**src/rtl/uer_pkg.sv**
```systemverilog
// Shared constants, codes and control types of the ultrasonic echo ranger.
// No dependencies; every other file but the assertion header imports this package.
package uer_pkg;

    localparam int TIMER_BITS_DEF  = 20;
    localparam int FRAC_BITS_DEF   = 8;

    localparam int CFG_TMO_W       = 20;
    localparam int RATIO_W         = 8;
    localparam int OVH_W           = 8;
    localparam int STATUS_W        = 2;
    localparam int DIST_W          = 27;

    localparam int TRIG_LOW_TICKS  = 2;
    localparam int TRIG_HIGH_TICKS = 10;

    localparam int APB_DW          = 32;
    localparam int APB_AW          = 4;

    localparam logic [1:0] REG_TIMEOUT    = 2'd0;
    localparam logic [1:0] REG_RATIO_CM   = 2'd1;
    localparam logic [1:0] REG_RATIO_INCH = 2'd2;
    localparam logic [1:0] REG_OVERHEAD   = 2'd3;

    localparam logic [CFG_TMO_W-1:0] TIMEOUT_RST    = CFG_TMO_W'(23200);
    localparam logic [RATIO_W-1:0]   RATIO_CM_RST   = RATIO_W'(29);
    localparam logic [RATIO_W-1:0]   RATIO_INCH_RST = RATIO_W'(74);
    localparam logic [OVH_W-1:0]     OVERHEAD_RST   = OVH_W'(20);

    localparam logic [STATUS_W-1:0] STATUS_OK           = 2'd0;
    localparam logic [STATUS_W-1:0] STATUS_NO_ECHO      = 2'd1;
    localparam logic [STATUS_W-1:0] STATUS_OUT_OF_RANGE = 2'd2;

    localparam logic [1:0] TMR_HOLD  = 2'd0;
    localparam logic [1:0] TMR_CLEAR = 2'd1;
    localparam logic [1:0] TMR_SET1  = 2'd2;
    localparam logic [1:0] TMR_INCR  = 2'd3;

    localparam logic [1:0] WC_HOLD  = 2'd0;
    localparam logic [1:0] WC_CLEAR = 2'd1;
    localparam logic [1:0] WC_SET1  = 2'd2;
    localparam logic [1:0] WC_INCR  = 2'd3;

    typedef struct packed {
        logic [1:0]          tmr_op;
        logic [1:0]          wc_op;
        logic                units_load;
        logic                res_load;
        logic                res_trig;
        logic                res_busy;
        logic                res_done;
        logic [STATUS_W-1:0] res_status;
        logic                res_dist_en;
        logic                div_start;
        logic                div_step;
        logic                out_load;
    } cmd_t;

    typedef struct packed {
        logic tmr_ge_low;
        logic tmr_ge_high;
        logic tmr_ge_tmo;
        logic wc_ge_tmo;
        logic tmo_zero;
        logic div_last;
    } sts_t;

endpackage

```
**src/rtl/uer_if.sv**
```systemverilog
// Input and output channel interfaces of the ultrasonic echo ranger.
// Depends on uer_pkg for field widths.
interface uer_in_if import uer_pkg::*; ();
    logic valid;
    logic ready;
    logic start_req;
    logic use_inches;
    logic echo_level;

    modport source (output valid, output start_req, output use_inches, output echo_level,
                    input ready);
    modport sink (input valid, input start_req, input use_inches, input echo_level,
                  output ready);
endinterface

interface uer_out_if import uer_pkg::*; ();
    logic                valid;
    logic                ready;
    logic                trigger_level;
    logic                busy_res;
    logic                done_res;
    logic [STATUS_W-1:0] status;
    logic [DIST_W-1:0]   distance;

    modport source (output valid, output trigger_level, output busy_res, output done_res,
                    output status, output distance, input ready);
    modport sink (input valid, input trigger_level, input busy_res, input done_res,
                  input status, input distance, output ready);
endinterface

```
**src/rtl/uer_regs.sv**
```systemverilog
// APB-style configuration registers of the ultrasonic echo ranger.
// Depends on uer_pkg for register codes, widths and reset values.
module uer_regs import uer_pkg::*;
(
    input  logic                 clk,
    input  logic                 rst_n,
    input  logic                 psel,
    input  logic                 penable,
    input  logic                 pwrite,
    input  logic [APB_AW-1:0]    paddr,
    input  logic [APB_DW-1:0]    pwdata,
    output logic [APB_DW-1:0]    prdata,
    output logic                 pready,
    output logic [CFG_TMO_W-1:0] timeout_ticks,
    output logic [RATIO_W-1:0]   ratio_cm,
    output logic [RATIO_W-1:0]   ratio_inch,
    output logic [OVH_W-1:0]     overhead_ticks
);

    logic [CFG_TMO_W-1:0] timeout_reg;
    logic [RATIO_W-1:0]   ratio_cm_reg;
    logic [RATIO_W-1:0]   ratio_inch_reg;
    logic [OVH_W-1:0]     overhead_reg;
    logic                 wr_en;
    logic [1:0]           sel;

    assign pready = 1'b1;
    assign wr_en  = psel && penable && pwrite;
    assign sel    = paddr[3:2];

    always_ff @(posedge clk or negedge rst_n)
    begin
        if (!rst_n)
        begin
            timeout_reg    <= TIMEOUT_RST;
            ratio_cm_reg   <= RATIO_CM_RST;
            ratio_inch_reg <= RATIO_INCH_RST;
            overhead_reg   <= OVERHEAD_RST;
        end
        else if (wr_en)
        begin
            unique case (sel)
                REG_TIMEOUT:    timeout_reg    <= pwdata[CFG_TMO_W-1:0];
                REG_RATIO_CM:   ratio_cm_reg   <= pwdata[RATIO_W-1:0];
                REG_RATIO_INCH: ratio_inch_reg <= pwdata[RATIO_W-1:0];
                REG_OVERHEAD:   overhead_reg   <= pwdata[OVH_W-1:0];
                default:        ;
            endcase
        end
    end

    always_comb
    begin
        unique case (sel)
            REG_TIMEOUT:    prdata = APB_DW'(timeout_reg);
            REG_RATIO_CM:   prdata = APB_DW'(ratio_cm_reg);
            REG_RATIO_INCH: prdata = APB_DW'(ratio_inch_reg);
            REG_OVERHEAD:   prdata = APB_DW'(overhead_reg);
            default:        prdata = '0;
        endcase
    end

    assign timeout_ticks  = timeout_reg;
    assign ratio_cm       = ratio_cm_reg;
    assign ratio_inch     = ratio_inch_reg;
    assign overhead_ticks = overhead_reg;

endmodule

```
**src/rtl/uer_ctrl.sv**
```systemverilog
// Controller of the ultrasonic echo ranger: measurement phase, tick sequencing
// and output handshake. Depends on uer_pkg for command and status types.
module uer_ctrl import uer_pkg::*;
(
    input  logic clk,
    input  logic rst_n,
    input  logic in_valid,
    output logic in_ready,
    input  logic start_req,
    input  logic echo_level,
    output logic out_valid,
    input  logic out_ready,
    input  sts_t sts,
    output cmd_t cmd
);

    localparam logic [2:0] PH_IDLE    = 3'd0;
    localparam logic [2:0] PH_LOW     = 3'd1;
    localparam logic [2:0] PH_HIGH    = 3'd2;
    localparam logic [2:0] PH_WAIT    = 3'd3;
    localparam logic [2:0] PH_MEASURE = 3'd4;

    localparam logic [1:0] ST_TAKE = 2'd0;
    localparam logic [1:0] ST_DIV  = 2'd1;
    localparam logic [1:0] ST_PUSH = 2'd2;

    logic [2:0] phase_reg, phase_next;
    logic [1:0] st_reg, st_next;
    logic       out_valid_reg, out_valid_next;
    logic       take;

    assign in_ready  = (st_reg == ST_TAKE);
    assign take      = in_valid && in_ready;
    assign out_valid = out_valid_reg;

    always_comb
    begin
        phase_next     = phase_reg;
        st_next        = st_reg;
        out_valid_next = out_valid_reg;

        cmd.tmr_op      = TMR_HOLD;
        cmd.wc_op       = WC_HOLD;
        cmd.units_load  = 1'b0;
        cmd.res_load    = 1'b0;
        cmd.res_trig    = 1'b0;
        cmd.res_busy    = 1'b0;
        cmd.res_done    = 1'b0;
        cmd.res_status  = STATUS_OK;
        cmd.res_dist_en = 1'b0;
        cmd.div_start   = 1'b0;
        cmd.div_step    = 1'b0;
        cmd.out_load    = 1'b0;

        if (out_ready)
        begin
            out_valid_next = 1'b0;
        end

        unique case (st_reg)
            ST_TAKE:
            begin
                if (take)
                begin
                    cmd.res_load = 1'b1;
                    unique case (phase_reg)
                        PH_IDLE:
                        begin
                            if (start_req)
                            begin
                                cmd.units_load = 1'b1;
                                cmd.tmr_op     = TMR_SET1;
                                cmd.wc_op      = WC_CLEAR;
                                phase_next     = PH_LOW;
                            end
                        end
                        PH_LOW:
                        begin
                            if (sts.tmr_ge_low)
                            begin
                                cmd.tmr_op = TMR_CLEAR;
                                phase_next = PH_HIGH;
                            end
                            else
                            begin
                                cmd.tmr_op = TMR_INCR;
                            end
                        end
                        PH_HIGH:
                        begin
                            cmd.res_trig = 1'b1;
                            if (sts.tmr_ge_high)
                            begin
                                cmd.tmr_op = TMR_CLEAR;
                                phase_next = PH_WAIT;
                            end
                            else
                            begin
                                cmd.tmr_op = TMR_INCR;
                            end
                        end
                        PH_WAIT:
                        begin
                            if (echo_level)
                            begin
                                cmd.wc_op = WC_SET1;
                                if (sts.tmo_zero)
                                begin
                                    phase_next     = PH_IDLE;
                                    cmd.res_done   = 1'b1;
                                    cmd.res_status = STATUS_OUT_OF_RANGE;
                                end
                                else
                                begin
                                    phase_next = PH_MEASURE;
                                end
                            end
                            else if (sts.tmr_ge_tmo)
                            begin
                                phase_next     = PH_IDLE;
                                cmd.res_done   = 1'b1;
                                cmd.res_status = STATUS_NO_ECHO;
                            end
                            else
                            begin
                                cmd.tmr_op = TMR_INCR;
                            end
                        end
                        PH_MEASURE:
                        begin
                            if (echo_level)
                            begin
                                if (sts.wc_ge_tmo)
                                begin
                                    phase_next     = PH_IDLE;
                                    cmd.res_done   = 1'b1;
                                    cmd.res_status = STATUS_OUT_OF_RANGE;
                                end
                                else
                                begin
                                    cmd.wc_op = WC_INCR;
                                end
                            end
                            else
                            begin
                                phase_next      = PH_IDLE;
                                cmd.res_done    = 1'b1;
                                cmd.res_status  = STATUS_OK;
                                cmd.res_dist_en = 1'b1;
                                cmd.div_start   = 1'b1;
                            end
                        end
                        default:
                        begin
                            phase_next = PH_IDLE;
                        end
                    endcase
                    cmd.res_busy = (phase_next != PH_IDLE);
                    st_next      = cmd.div_start ? ST_DIV : ST_PUSH;
                end
            end
            ST_DIV:
            begin
                cmd.div_step = 1'b1;
                if (sts.div_last)
                begin
                    st_next = ST_PUSH;
                end
            end
            ST_PUSH:
            begin
                if (!out_valid_reg || out_ready)
                begin
                    cmd.out_load   = 1'b1;
                    out_valid_next = 1'b1;
                    st_next        = ST_TAKE;
                end
            end
            default:
            begin
                st_next = ST_TAKE;
            end
        endcase
    end

    always_ff @(posedge clk or negedge rst_n)
    begin
        if (!rst_n)
        begin
            phase_reg     <= PH_IDLE;
            st_reg        <= ST_TAKE;
            out_valid_reg <= 1'b0;
        end
        else
        begin
            phase_reg     <= phase_next;
            st_reg        <= st_next;
            out_valid_reg <= out_valid_next;
        end
    end

endmodule

```
**src/rtl/uer_dp.sv**
```systemverilog
// Datapath of the ultrasonic echo ranger: timers, width counter, serial
// divider and result registers. Depends on uer_pkg for types and widths.
module uer_dp import uer_pkg::*;
#(
    parameter int TIMER_BITS = TIMER_BITS_DEF,
    parameter int FRAC_BITS  = FRAC_BITS_DEF
)
(
    input  logic                 clk,
    input  logic                 rst_n,
    input  cmd_t                 cmd,
    output sts_t                 sts,
    input  logic                 use_inches,
    input  logic [CFG_TMO_W-1:0] timeout_ticks,
    input  logic [RATIO_W-1:0]   ratio_cm,
    input  logic [RATIO_W-1:0]   ratio_inch,
    input  logic [OVH_W-1:0]     overhead_ticks,
    output logic                 trigger_level,
    output logic                 busy_res,
    output logic                 done_res,
    output logic [STATUS_W-1:0]  status,
    output logic [DIST_W-1:0]    distance
);

    localparam int DW = TIMER_BITS - 1 + FRAC_BITS;
    localparam int CW = $clog2(DW);
    localparam int TW = (TIMER_BITS > CFG_TMO_W) ? TIMER_BITS : CFG_TMO_W;
    localparam int QW = (DW > DIST_W) ? DW : DIST_W;

    logic [TIMER_BITS-1:0] phase_timer_reg, phase_timer_next;
    logic [TIMER_BITS-1:0] width_count_reg, width_count_next;
    logic                  units_reg, units_next;

    logic [TW-1:0]         tmo_ext;
    logic [TIMER_BITS-1:0] tmo;
    logic [TIMER_BITS-1:0] ovh;
    logic [TIMER_BITS-1:0] w_sub;
    logic [DW-1:0]         dividend;
    logic [RATIO_W-1:0]    ratio_sel;
    logic [RATIO_W-1:0]    divisor;

    logic [DW-1:0]         quot_reg;
    logic [RATIO_W-1:0]    rem_reg;
    logic [RATIO_W-1:0]    dvs_reg;
    logic [CW-1:0]         cnt_reg;
    logic [RATIO_W:0]      rem_sh;
    logic [RATIO_W:0]      rem_diff;
    logic                  q_bit;

    logic [QW-1:0]         q_ext;
    logic [DIST_W-1:0]     dist_val;

    logic                  pend_trig_reg;
    logic                  pend_busy_reg;
    logic                  pend_done_reg;
    logic [STATUS_W-1:0]   pend_status_reg;
    logic                  pend_dist_en_reg;

    logic                  out_trig_reg;
    logic                  out_busy_reg;
    logic                  out_done_reg;
    logic [STATUS_W-1:0]   out_status_reg;
    logic [DIST_W-1:0]     out_dist_reg;

    // limit the timeout to what the counters can hold
    assign tmo_ext = TW'(timeout_ticks);
    assign tmo     = ((tmo_ext >> TIMER_BITS) != '0) ? '1 : tmo_ext[TIMER_BITS-1:0];

    assign sts.tmr_ge_low  = (phase_timer_reg >= TIMER_BITS'(TRIG_LOW_TICKS - 1));
    assign sts.tmr_ge_high = (phase_timer_reg >= TIMER_BITS'(TRIG_HIGH_TICKS - 1));
    assign sts.tmr_ge_tmo  = (phase_timer_reg >= tmo);
    assign sts.wc_ge_tmo   = (width_count_reg >= tmo);
    assign sts.tmo_zero    = (tmo == '0);
    assign sts.div_last    = (cnt_reg == CW'(DW - 1));

    always_comb
    begin
        case (cmd.tmr_op)
            TMR_CLEAR: phase_timer_next = '0;
            TMR_SET1:  phase_timer_next = TIMER_BITS'(1);
            TMR_INCR:  phase_timer_next = phase_timer_reg + TIMER_BITS'(1);
            default:   phase_timer_next = phase_timer_reg;
        endcase
        case (cmd.wc_op)
            WC_CLEAR: width_count_next = '0;
            WC_SET1:  width_count_next = TIMER_BITS'(1);
            WC_INCR:  width_count_next = width_count_reg + TIMER_BITS'(1);
            default:  width_count_next = width_count_reg;
        endcase
        units_next = cmd.units_load ? use_inches : units_reg;
    end

    always_ff @(posedge clk or negedge rst_n)
    begin
        if (!rst_n)
        begin
            phase_timer_reg <= '0;
            width_count_reg <= '0;
            units_reg       <= 1'b0;
        end
        else
        begin
            phase_timer_reg <= phase_timer_next;
            width_count_reg <= width_count_next;
            units_reg       <= units_next;
        end
    end

    // dividend: half of the corrected echo width, scaled to fixed point
    assign ovh       = TIMER_BITS'(overhead_ticks);
    assign w_sub     = (width_count_reg > ovh) ? (width_count_reg - ovh) : '0;
    assign dividend  = DW'(w_sub[TIMER_BITS-1:1]) << FRAC_BITS;
    assign ratio_sel = units_reg ? ratio_inch : ratio_cm;
    assign divisor   = (ratio_sel == '0) ? RATIO_W'(1) : ratio_sel;

    // restoring divider, one quotient bit per step
    assign rem_sh   = {rem_reg, quot_reg[DW-1]};
    assign rem_diff = rem_sh - {1'b0, dvs_reg};
    assign q_bit    = (rem_sh >= {1'b0, dvs_reg});

    always_ff @(posedge clk or negedge rst_n)
    begin
        if (!rst_n)
        begin
            cnt_reg <= '0;
        end
        else if (cmd.div_start)
        begin
            cnt_reg <= '0;
        end
        else if (cmd.div_step)
        begin
            cnt_reg <= cnt_reg + CW'(1);
        end
    end

    always_ff @(posedge clk)
    begin
        if (cmd.div_start)
        begin
            quot_reg <= dividend;
            rem_reg  <= '0;
            dvs_reg  <= divisor;
        end
        else if (cmd.div_step)
        begin
            quot_reg <= {quot_reg[DW-2:0], q_bit};
            rem_reg  <= q_bit ? rem_diff[RATIO_W-1:0] : rem_sh[RATIO_W-1:0];
        end
    end

    // saturate the quotient to the distance field
    assign q_ext    = QW'(quot_reg);
    assign dist_val = ((q_ext >> DIST_W) != '0) ? '1 : q_ext[DIST_W-1:0];

    always_ff @(posedge clk)
    begin
        if (cmd.res_load)
        begin
            pend_trig_reg    <= cmd.res_trig;
            pend_busy_reg    <= cmd.res_busy;
            pend_done_reg    <= cmd.res_done;
            pend_status_reg  <= cmd.res_status;
            pend_dist_en_reg <= cmd.res_dist_en;
        end
        if (cmd.out_load)
        begin
            out_trig_reg   <= pend_trig_reg;
            out_busy_reg   <= pend_busy_reg;
            out_done_reg   <= pend_done_reg;
            out_status_reg <= pend_status_reg;
            out_dist_reg   <= pend_dist_en_reg ? dist_val : '0;
        end
    end

    assign trigger_level = out_trig_reg;
    assign busy_res      = out_busy_reg;
    assign done_res      = out_done_reg;
    assign status        = out_status_reg;
    assign distance      = out_dist_reg;

endmodule

```
**src/rtl/ultrasonic_echo_ranger_core.sv**
```systemverilog
// Ultrasonic echo ranger: each input transfer is one microsecond tick and gives
// exactly one result transfer. A tick is evaluated into the pending result
// registers and then moved into the output register once that is free; the tick
// that ends a good measurement first runs through the restoring divider, which
// produces one quotient bit per cycle. The next tick is accepted while the
// previous result still waits in the output register.
// Depends on uer_pkg, uer_if, uer_regs, uer_ctrl and uer_dp.
module ultrasonic_echo_ranger_core import uer_pkg::*;
#(
    parameter int TIMER_BITS = TIMER_BITS_DEF,
    parameter int FRAC_BITS  = FRAC_BITS_DEF
)
(
    input  logic              clk,
    input  logic              rst_n,
    uer_in_if.sink            in_ch,
    uer_out_if.source         out_ch,
    input  logic              psel,
    input  logic              penable,
    input  logic              pwrite,
    input  logic [APB_AW-1:0] paddr,
    input  logic [APB_DW-1:0] pwdata,
    output logic [APB_DW-1:0] prdata,
    output logic              pready
);

    cmd_t                 cmd;
    sts_t                 sts;
    logic [CFG_TMO_W-1:0] timeout_ticks;
    logic [RATIO_W-1:0]   ratio_cm;
    logic [RATIO_W-1:0]   ratio_inch;
    logic [OVH_W-1:0]     overhead_ticks;

    uer_regs u_regs (
        .clk            (clk),
        .rst_n          (rst_n),
        .psel           (psel),
        .penable        (penable),
        .pwrite         (pwrite),
        .paddr          (paddr),
        .pwdata         (pwdata),
        .prdata         (prdata),
        .pready         (pready),
        .timeout_ticks  (timeout_ticks),
        .ratio_cm       (ratio_cm),
        .ratio_inch     (ratio_inch),
        .overhead_ticks (overhead_ticks)
    );

    uer_ctrl u_ctrl (
        .clk        (clk),
        .rst_n      (rst_n),
        .in_valid   (in_ch.valid),
        .in_ready   (in_ch.ready),
        .start_req  (in_ch.start_req),
        .echo_level (in_ch.echo_level),
        .out_valid  (out_ch.valid),
        .out_ready  (out_ch.ready),
        .sts        (sts),
        .cmd        (cmd)
    );

    uer_dp #(
        .TIMER_BITS (TIMER_BITS),
        .FRAC_BITS  (FRAC_BITS)
    ) u_dp (
        .clk            (clk),
        .rst_n          (rst_n),
        .cmd            (cmd),
        .sts            (sts),
        .use_inches     (in_ch.use_inches),
        .timeout_ticks  (timeout_ticks),
        .ratio_cm       (ratio_cm),
        .ratio_inch     (ratio_inch),
        .overhead_ticks (overhead_ticks),
        .trigger_level  (out_ch.trigger_level),
        .busy_res       (out_ch.busy_res),
        .done_res       (out_ch.done_res),
        .status         (out_ch.status),
        .distance       (out_ch.distance)
    );

endmodule

```
**src/flat_wrapper.sv**
```systemverilog
// flat-port wrapper written by rule: the top's interface ports become plain ports
module ultrasonic_echo_ranger_core_flat import uer_pkg::*;
#(
    parameter int TIMER_BITS = TIMER_BITS_DEF,
    parameter int FRAC_BITS  = FRAC_BITS_DEF
)
  (clk, rst_n, psel, penable, pwrite, paddr, pwdata, prdata, pready, in_ch_valid, in_ch_start_req, in_ch_use_inches, in_ch_echo_level, in_ch_ready, out_ch_valid, out_ch_trigger_level, out_ch_busy_res, out_ch_done_res, out_ch_status, out_ch_distance, out_ch_ready);
  uer_in_if in_ch_i ();
  uer_out_if out_ch_i ();
  input  logic clk;
  input  logic rst_n;
  input  logic psel;
  input  logic penable;
  input  logic pwrite;
  input  logic [APB_AW-1:0] paddr;
  input  logic [APB_DW-1:0] pwdata;
  output logic [APB_DW-1:0] prdata;
  output logic pready;
  input wire logic [$bits(in_ch_i.valid)-1:0] in_ch_valid;
  input wire logic [$bits(in_ch_i.start_req)-1:0] in_ch_start_req;
  input wire logic [$bits(in_ch_i.use_inches)-1:0] in_ch_use_inches;
  input wire logic [$bits(in_ch_i.echo_level)-1:0] in_ch_echo_level;
  output wire logic [$bits(in_ch_i.ready)-1:0] in_ch_ready;
  output wire logic [$bits(out_ch_i.valid)-1:0] out_ch_valid;
  output wire logic [$bits(out_ch_i.trigger_level)-1:0] out_ch_trigger_level;
  output wire logic [$bits(out_ch_i.busy_res)-1:0] out_ch_busy_res;
  output wire logic [$bits(out_ch_i.done_res)-1:0] out_ch_done_res;
  output wire logic [$bits(out_ch_i.status)-1:0] out_ch_status;
  output wire logic [$bits(out_ch_i.distance)-1:0] out_ch_distance;
  input wire logic [$bits(out_ch_i.ready)-1:0] out_ch_ready;
  assign in_ch_i.valid = in_ch_valid;
  assign in_ch_i.start_req = in_ch_start_req;
  assign in_ch_i.use_inches = in_ch_use_inches;
  assign in_ch_i.echo_level = in_ch_echo_level;
  assign in_ch_ready = in_ch_i.ready;
  assign out_ch_valid = out_ch_i.valid;
  assign out_ch_trigger_level = out_ch_i.trigger_level;
  assign out_ch_busy_res = out_ch_i.busy_res;
  assign out_ch_done_res = out_ch_i.done_res;
  assign out_ch_status = out_ch_i.status;
  assign out_ch_distance = out_ch_i.distance;
  assign out_ch_i.ready = out_ch_ready;
  ultrasonic_echo_ranger_core #(.TIMER_BITS(TIMER_BITS), .FRAC_BITS(FRAC_BITS)) u_core (.clk(clk), .rst_n(rst_n), .in_ch(in_ch_i), .out_ch(out_ch_i), .psel(psel), .penable(penable), .pwrite(pwrite), .paddr(paddr), .pwdata(pwdata), .prdata(prdata), .pready(pready));
endmodule
```
**config.mk**
```make
export PLATFORM = sky130hd
export DESIGN_NAME = ultrasonic_echo_ranger_core_flat
export DESIGN_NICKNAME = d
export VERILOG_FILES = /design/src/rtl/uer_pkg.sv /design/src/rtl/uer_if.sv /design/src/rtl/uer_regs.sv /design/src/rtl/uer_ctrl.sv /design/src/rtl/uer_dp.sv /design/src/rtl/ultrasonic_echo_ranger_core.sv /design/src/flat_wrapper.sv
export SDC_FILE = /design/constraint.sdc
export NUM_CORES = 1
export LEC_CHECK = 0
export BUFFER_PORTS_ARGS = -buffer_cell sky130_fd_sc_hd__buf_2
export CORE_ASPECT_RATIO = 0.8
export CORE_MARGIN = 2
export CORE_UTILIZATION = 45
export DETAILED_ROUTE_END_ITERATION = 6
export PLACE_DENSITY_LB_ADDON = 0.08
export SKIP_LAST_GASP = 1
export SLEW_MARGIN = 10
export SYNTH_ARGS = -nofsm -noshare
export SYNTH_HDL_FRONTEND = slang
export SYNTH_SLANG_ARGS = --single-unit
```
**constraint.sdc**
```tcl
create_clock -name clk -period 3.8 [get_ports clk]
set_clock_uncertainty 0.1 [all_clocks]
set_input_delay 0.57 -clock clk [delete_from_list [all_inputs] [get_ports clk]]
set_output_delay 0.57 -clock clk [all_outputs]
set_load 0.1 [all_outputs]
```
* Word level (Yosys, flattened, before mapping)
Cells that the tools add are included.
** Storage, ports and cells
- Bits in registers :: 177
- Output and inout port bits :: 67
** Cells by class
- Add/subtract/negate cells :: 5
- Magnitude comparators :: 6
- Equality and inequality tests :: 19
- Muxes and demuxes :: 56
- Reduce and logical (&&, ||, !) cells :: 20
** Operator list (number)
- $pmux 32 s4 :: 1
- $pmux 20 s3 :: 2
- $mux 27 :: 2
- $mux 3 :: 15
- $add 20x1->20 const B :: 2
- $ge 20x20->1 :: 2
- $mux 2 :: 15
- $mux 13 :: 2
- $ge 20x1->1 const B :: 1
- $ge 20x4->1 const B :: 1
- $gt 20x8->1 :: 1
- $logic_not 20->1 :: 1
- $mux 20 :: 1
- $sub 20x8->20 :: 1
- $mux 8 :: 2
- $mux 5 :: 3
- $pmux 3 s5 :: 1
- $eq 2x2->1 const B :: 7
- $pmux 2 s3 :: 2
- $reduce_and 2->1 :: 5
- $ge 9x8->1 :: 1
- $reduce_bool 3->1 :: 3
- $eq 2x1->1 const B :: 4
- $logic_not 8->1 :: 1
- 18 further kinds :: 30

* Logic depth before layout (Yosys ltp)
- Depth in word-level cells :: 11
- Gate-level depth with buffers :: 13
- Mapped depth without buffers :: 12

* Cells and area by module
Synthesis repeated with hierarchy kept, for this count alone.
** Unflattened totals
- Cell total of the unflattened synthesis :: 996
- Area, all modules :: 10400.0 µm²
** By module, submodules not included
- uer_dp :: times used 1, cells each 789, area each 7702.4 µm², seq. area each 3423.3 µm²
- uer_regs :: times used 1, cells each 137, area each 2115.8 µm², seq. area each 1119.8 µm²
- uer_ctrl :: times used 1, cells each 70, area each 581.8 µm², seq. area each 150.1 µm²

* Worst setup path before layout
OpenSTA, ideal clock, no wires.
- Path type :: input -> output
- From :: in paddr[3]
- To :: out prdata[10]
- Data arrival time :: 3.181 ns
- Setup slack :: -0.051 ns
- Stages :: 3
- Buffers on the path :: 2
- Path through :: buf_1 -> clkbuf_1 -> nor3_1
** On the way
- Word-level cells in the longest chain between the ends :: 2
- Elaborated cells between the ends (all ways) :: 5
- Those cells by class :: eq/ne: 3; mux: 1; reduce/logical: 1
** Ends and longest elaborated chain
- start, declared :: line flat_wrapper.sv:15 : input logic [APB_AW-1:0] paddr;
- $eq 2x2->1, or another cell as far along :: line uer_regs.sv:54 : unique case (sel)
- $pmux 32 s4 * :: line uer_regs.sv:54
- end, declared :: line flat_wrapper.sv:17 : output logic [APB_DW-1:0] prdata;
Mark *: on every way between the ends. The rest lies on a longest branch, timed or not. The select of a mux whose other input is x is not followed.

* Final worst setup path
- From :: reg u_core.u_dp.width_count_reg[0]
- To :: reg u_core.u_dp.quot_reg[14] (netlist: u_core.u_dp.dist_val[14]), data pin
** On the way
- Word-level cells in the longest chain between the ends :: 3
- Elaborated cells between the ends (all ways) :: 4
- Those cells by class :: add/sub: 1; order compare: 1; mux: 2
** Ends and longest elaborated chain
- start, declared :: line uer_dp.sv:31 : logic [TIMER_BITS-1:0] width_count_reg, width_count_next;
- start signal, assigned :: line uer_dp.sv:104 : width_count_reg <= width_count_next;
- $sub 20x8->20 or $gt 20x8->1 (tied branches) :: line uer_dp.sv:111 : assign w_sub = (width_count_reg > ovh) ? (width_count_reg - ovh) : '0;
- $mux 20 * :: line uer_dp.sv:111
- $mux 27 * :: line uer_dp.sv:139 : if (cmd.div_start)
- end signal, assigned :: line uer_dp.sv:141 : quot_reg <= dividend;
- end signal, assigned :: line uer_dp.sv:147 : quot_reg <= {quot_reg[DW-2:0], q_bit};
- end, declared :: line uer_dp.sv:42 : logic [DW-1:0] quot_reg;
Mark *: on every way between the ends. The rest lies on a longest branch, timed or not.
A chain may end at the register's enable or synchronous reset.

==> key figures <==
Pwr
  • Sw Share: 0.439
  • Comb power frac: 0.389
  • Clock network power share: 0.233
  • Net Switching: between 3 and 4 mW
  • Internal Dissipation: approximately 4 mW
  • Reg power frac: 0.378
  • Leak: just under 5 nW
  • Peak supply drop: between 0.3 and 0.4 mV
  • PD cells: ~650 nW/um2

GRT
  • Grt ovf: 0
  • Largest net degree at the start of global routing: around 70
  • First-pass GRT wire length: ~39000 um
  • Vias in the first global route: 7014
  • Overall routing resource usage: 0.217
  • Initial antenna violation count: 0

Floorplan
  • Row cnt: between 40 and 50
  • Initial core utilization: 0.462
  • Die Span Y: around 140 um
  • Total die area: around 24000 um2
  • Core region area: about 22000 um2
  • Die width: 171 um
  • Boundary Pins: around 110

Timing
  • Setup WS post-layout: 0.423 ns
  • RSZ-0062 raised after global routing: false
  • Final worst path period need: between 3 and 4 ns
  • Slew Limit Fails: 0
  • Final setup viols: 0
  • Worst Max-Slew Pin Slew: 0.777 ns
  • Hold Vio Cnt, Final: 0
  • Fmax: 0.296 GHz
  • Final Cycle Share: 0.889
  • Setup TNS: 0 ns
  • Slew HR: 0.482

Placement
  • GP Congestion: approximately 0.8
  • Port buffer count: between 80 and 90
  • Placed instance area: 10700 um2
  • Dpl ws: 0.483 ns
  • Inst Count DP: between 1000 and 1500
  • Post-DP HPWL: between 15000 and 20000 um

Synth
  • Syn_area_per_cell: approximately 10 um2
  • Area contributors post-synth: dfrtp_1 20%, edfxtp_1 19%, ha_1 7.7%, nand2_1 4.1%, dfstp_2 3.9%
  • Number of synthesized flops with an enable pin: 65
  • Post-synthesis cell count: between 1000 and 1500
  • Top-count cell post-synth: nand2_1
  • Syn Std Cell Area: 10100 um2
  • Top post-synthesis cells by count: 110 x nand2_1, 81 x dfrtp_1, 65 x edfxtp_1, 64 x o21ai_0, 62 x ha_1
  • Area leader, netlist: dfrtp_1
  • Main flop type after synthesis: dfrtp_1
  • Async S/R FF share, synth: 0.542
  • Netlist cell types: between 60 and 70
  • Seq cells post-synth: roughly 180
  • Top-area cell type share of the netlist area: 0.202
  • Ys Warns: 0
  • Sequential element share of the synthesized area: 0.467

Worst setup path
  • Worst Reg-to-Reg Cells: 12
  • CP max FO: 18
  • End of the worst register-to-register path: u_core.u_dp.dist_val[14]
  • CP startpoint kind: register
  • Worst Setup Path Type: reg -> reg
  • Worst Path Required: around 4.0 ns
  • Worst R2R Setup Slack: about 0.42 ns
  • Launch point of the worst reg-to-reg path: u_core.u_dp.width_count_reg[0]
  • Critical path endpoint category: register
  • Arrival @ worst endpoint: between 3 and 4 ns

Routing
  • Routed vias/inst: 5.48
  • DR pass1 iterations: 5
  • Routed Antenna Nets: 0
  • M1 WL: about 13000 um
  • Routed length per instance: around 17 um
  • Drt drc: 0
  • DR iter-0 viols: a little under 600
  • WL met3: approximately 1200 um
  • Top Metal Used: met4
  • Vias: 7600
  • Met2 wire length: about 10000 um
  • Total wire length: 24200 um

Final layout
  • Fin util: 0.521
  • Layout cells sized above 1: 0.201
  • Final net count: roughly 1200
  • Final instance area: roughly 11000 um2
  • Synthesis-to-finish area growth: 12.7%
  • Ant. Diodes: 0
  • Final std cells w/o fill: about 1400

CTS
  • Total CTS buffers: 17
  • # Post-CTS Setup Buffers: 0
  • Clock buffer depth: 2
  • Num Clock Sinks: between 150 and 200
  • Reg clk slew, reported paths: 0.08 ns
  • Worst skew pair latency: ~0.45 ns
  • CTS tree: done
  • CTS Root Cell: clkbuf_16
  • Htree depth: 4

Min path
  • Min-Delay Endpoint: u_core.u_regs.timeout_ticks[15]
  • Hold depth: 3
  • Min-delay src: pwdata[15]
  • Hold crit path type: in -> reg

Job
  • Max-Cap Viols: 0

Run status
  • Status: finished, final reports clean
-- cells in the final DEF (no fill, tap or decap), types with 11 or more instances in the layout --
cell type	n
a21o_1	18
a21oi_1	44
and2_1	30
and3_1	11
buf_2	84
buf_4	18
clkbuf_16	17
conb_1	13
dfrtp_1	81
dfstp_2	15
dfxtp_1	16
edfxtp_1	65
ha_1	62
inv_1	55
mux2_2	33
nand2_1	110
nand3_1	28
nand4_1	14
nor2_1	58
nor3_1	42
nor4_1	13
o21ai_0	63
o2bb2ai_1	14
xnor2_1	17
-- stage by stage --
stage	hold slack [ns]	power, mW
finish	0.235	7.33
global route	0.237	7.77
CTS	0.215	7.40
detailed placement	0.305	5.66
global placement	0.303	5.63
floorplan	0.174	4.96
-- worst max-delay path, stage by stage (launching register included) --
cell,delay (ns)
dfrtp_1,0.44
inv_1,0.10
ha_1,0.22
inv_1,0.07
fa_1,0.20
a21o_1,0.12
a21oi_1,0.09
nor2b_1,0.17
o221ai_1,0.17
a21oi_1,0.54
o21ai_0,0.31
a31o_4,0.41
o31ai_1,0.26
-- logic make-up after synthesis --
group	count (synthesis)	share of synthesized area
multiplexers	51	0.0649
AND/OR/NAND/NOR	358	0.177
XOR/XNOR	26	0.0227
flip-flops	177	0.467
adder cells (fa/ha/maj)	64	0.0812
buffers and inverters	117	0.0513
AO/OA/AOI/OAI	208	0.135
other	2	0.000747
-- per-layer routing --
layer  vias to the layer above  track usage
met5                         -            0
met4                         0       0.0607
li1                       3718            -
met3                        15       0.0428
met1                      3677        0.336
met2                       190        0.306
-- what timing repair did --
action,CTS,global route
hold buffers,1,0
hold endpoints to repair,26,0
gates resized for setup,0,0
-- worst max path at each step --
stage,from,to,slack (ns)
final,u_core.u_dp.width_count_reg[0],u_core.u_dp.dist_val[14],0.42
after global routing,u_core.u_dp.width_count_reg[0],u_core.u_dp.dist_val[14],0.09
after CTS,u_core.u_dp.width_count_reg[0],u_core.u_dp.dist_val[14],0.46
after detailed placement,u_core.u_dp.width_count_reg[0],u_core.u_dp.dist_val[14],0.48
after global placement,u_core.u_dp.width_count_reg[0],u_core.u_dp.dist_val[14],0.54
after floorplan,paddr[3],prdata[10],-0.05
-- cell type report --
class	instances	area, um2
Fill cell	2046	10400
Tap cell	300	375
Clock inverter	15	150
Timing Repair Buffer	104	586
Sequential cell	177	4690
Clock buffer	17	425
Inverter	55	206
Multi-Input combinational cell	720	4890
-- power groups by stage --
stage / logic, mW / clock network (mW) / registers [mW]
after floorplan: 1.65 / 0 / 3.32
after global placement: 2.84 / 0 / 2.79
after detailed placement: 2.86 / 0 / 2.80
after CTS: 2.87 / 1.76 / 2.77
after global routing: 3.11 / 1.83 / 2.83
final: 2.86 / 1.71 / 2.77
Note: power is estimated with default switching activity, not from simulation.
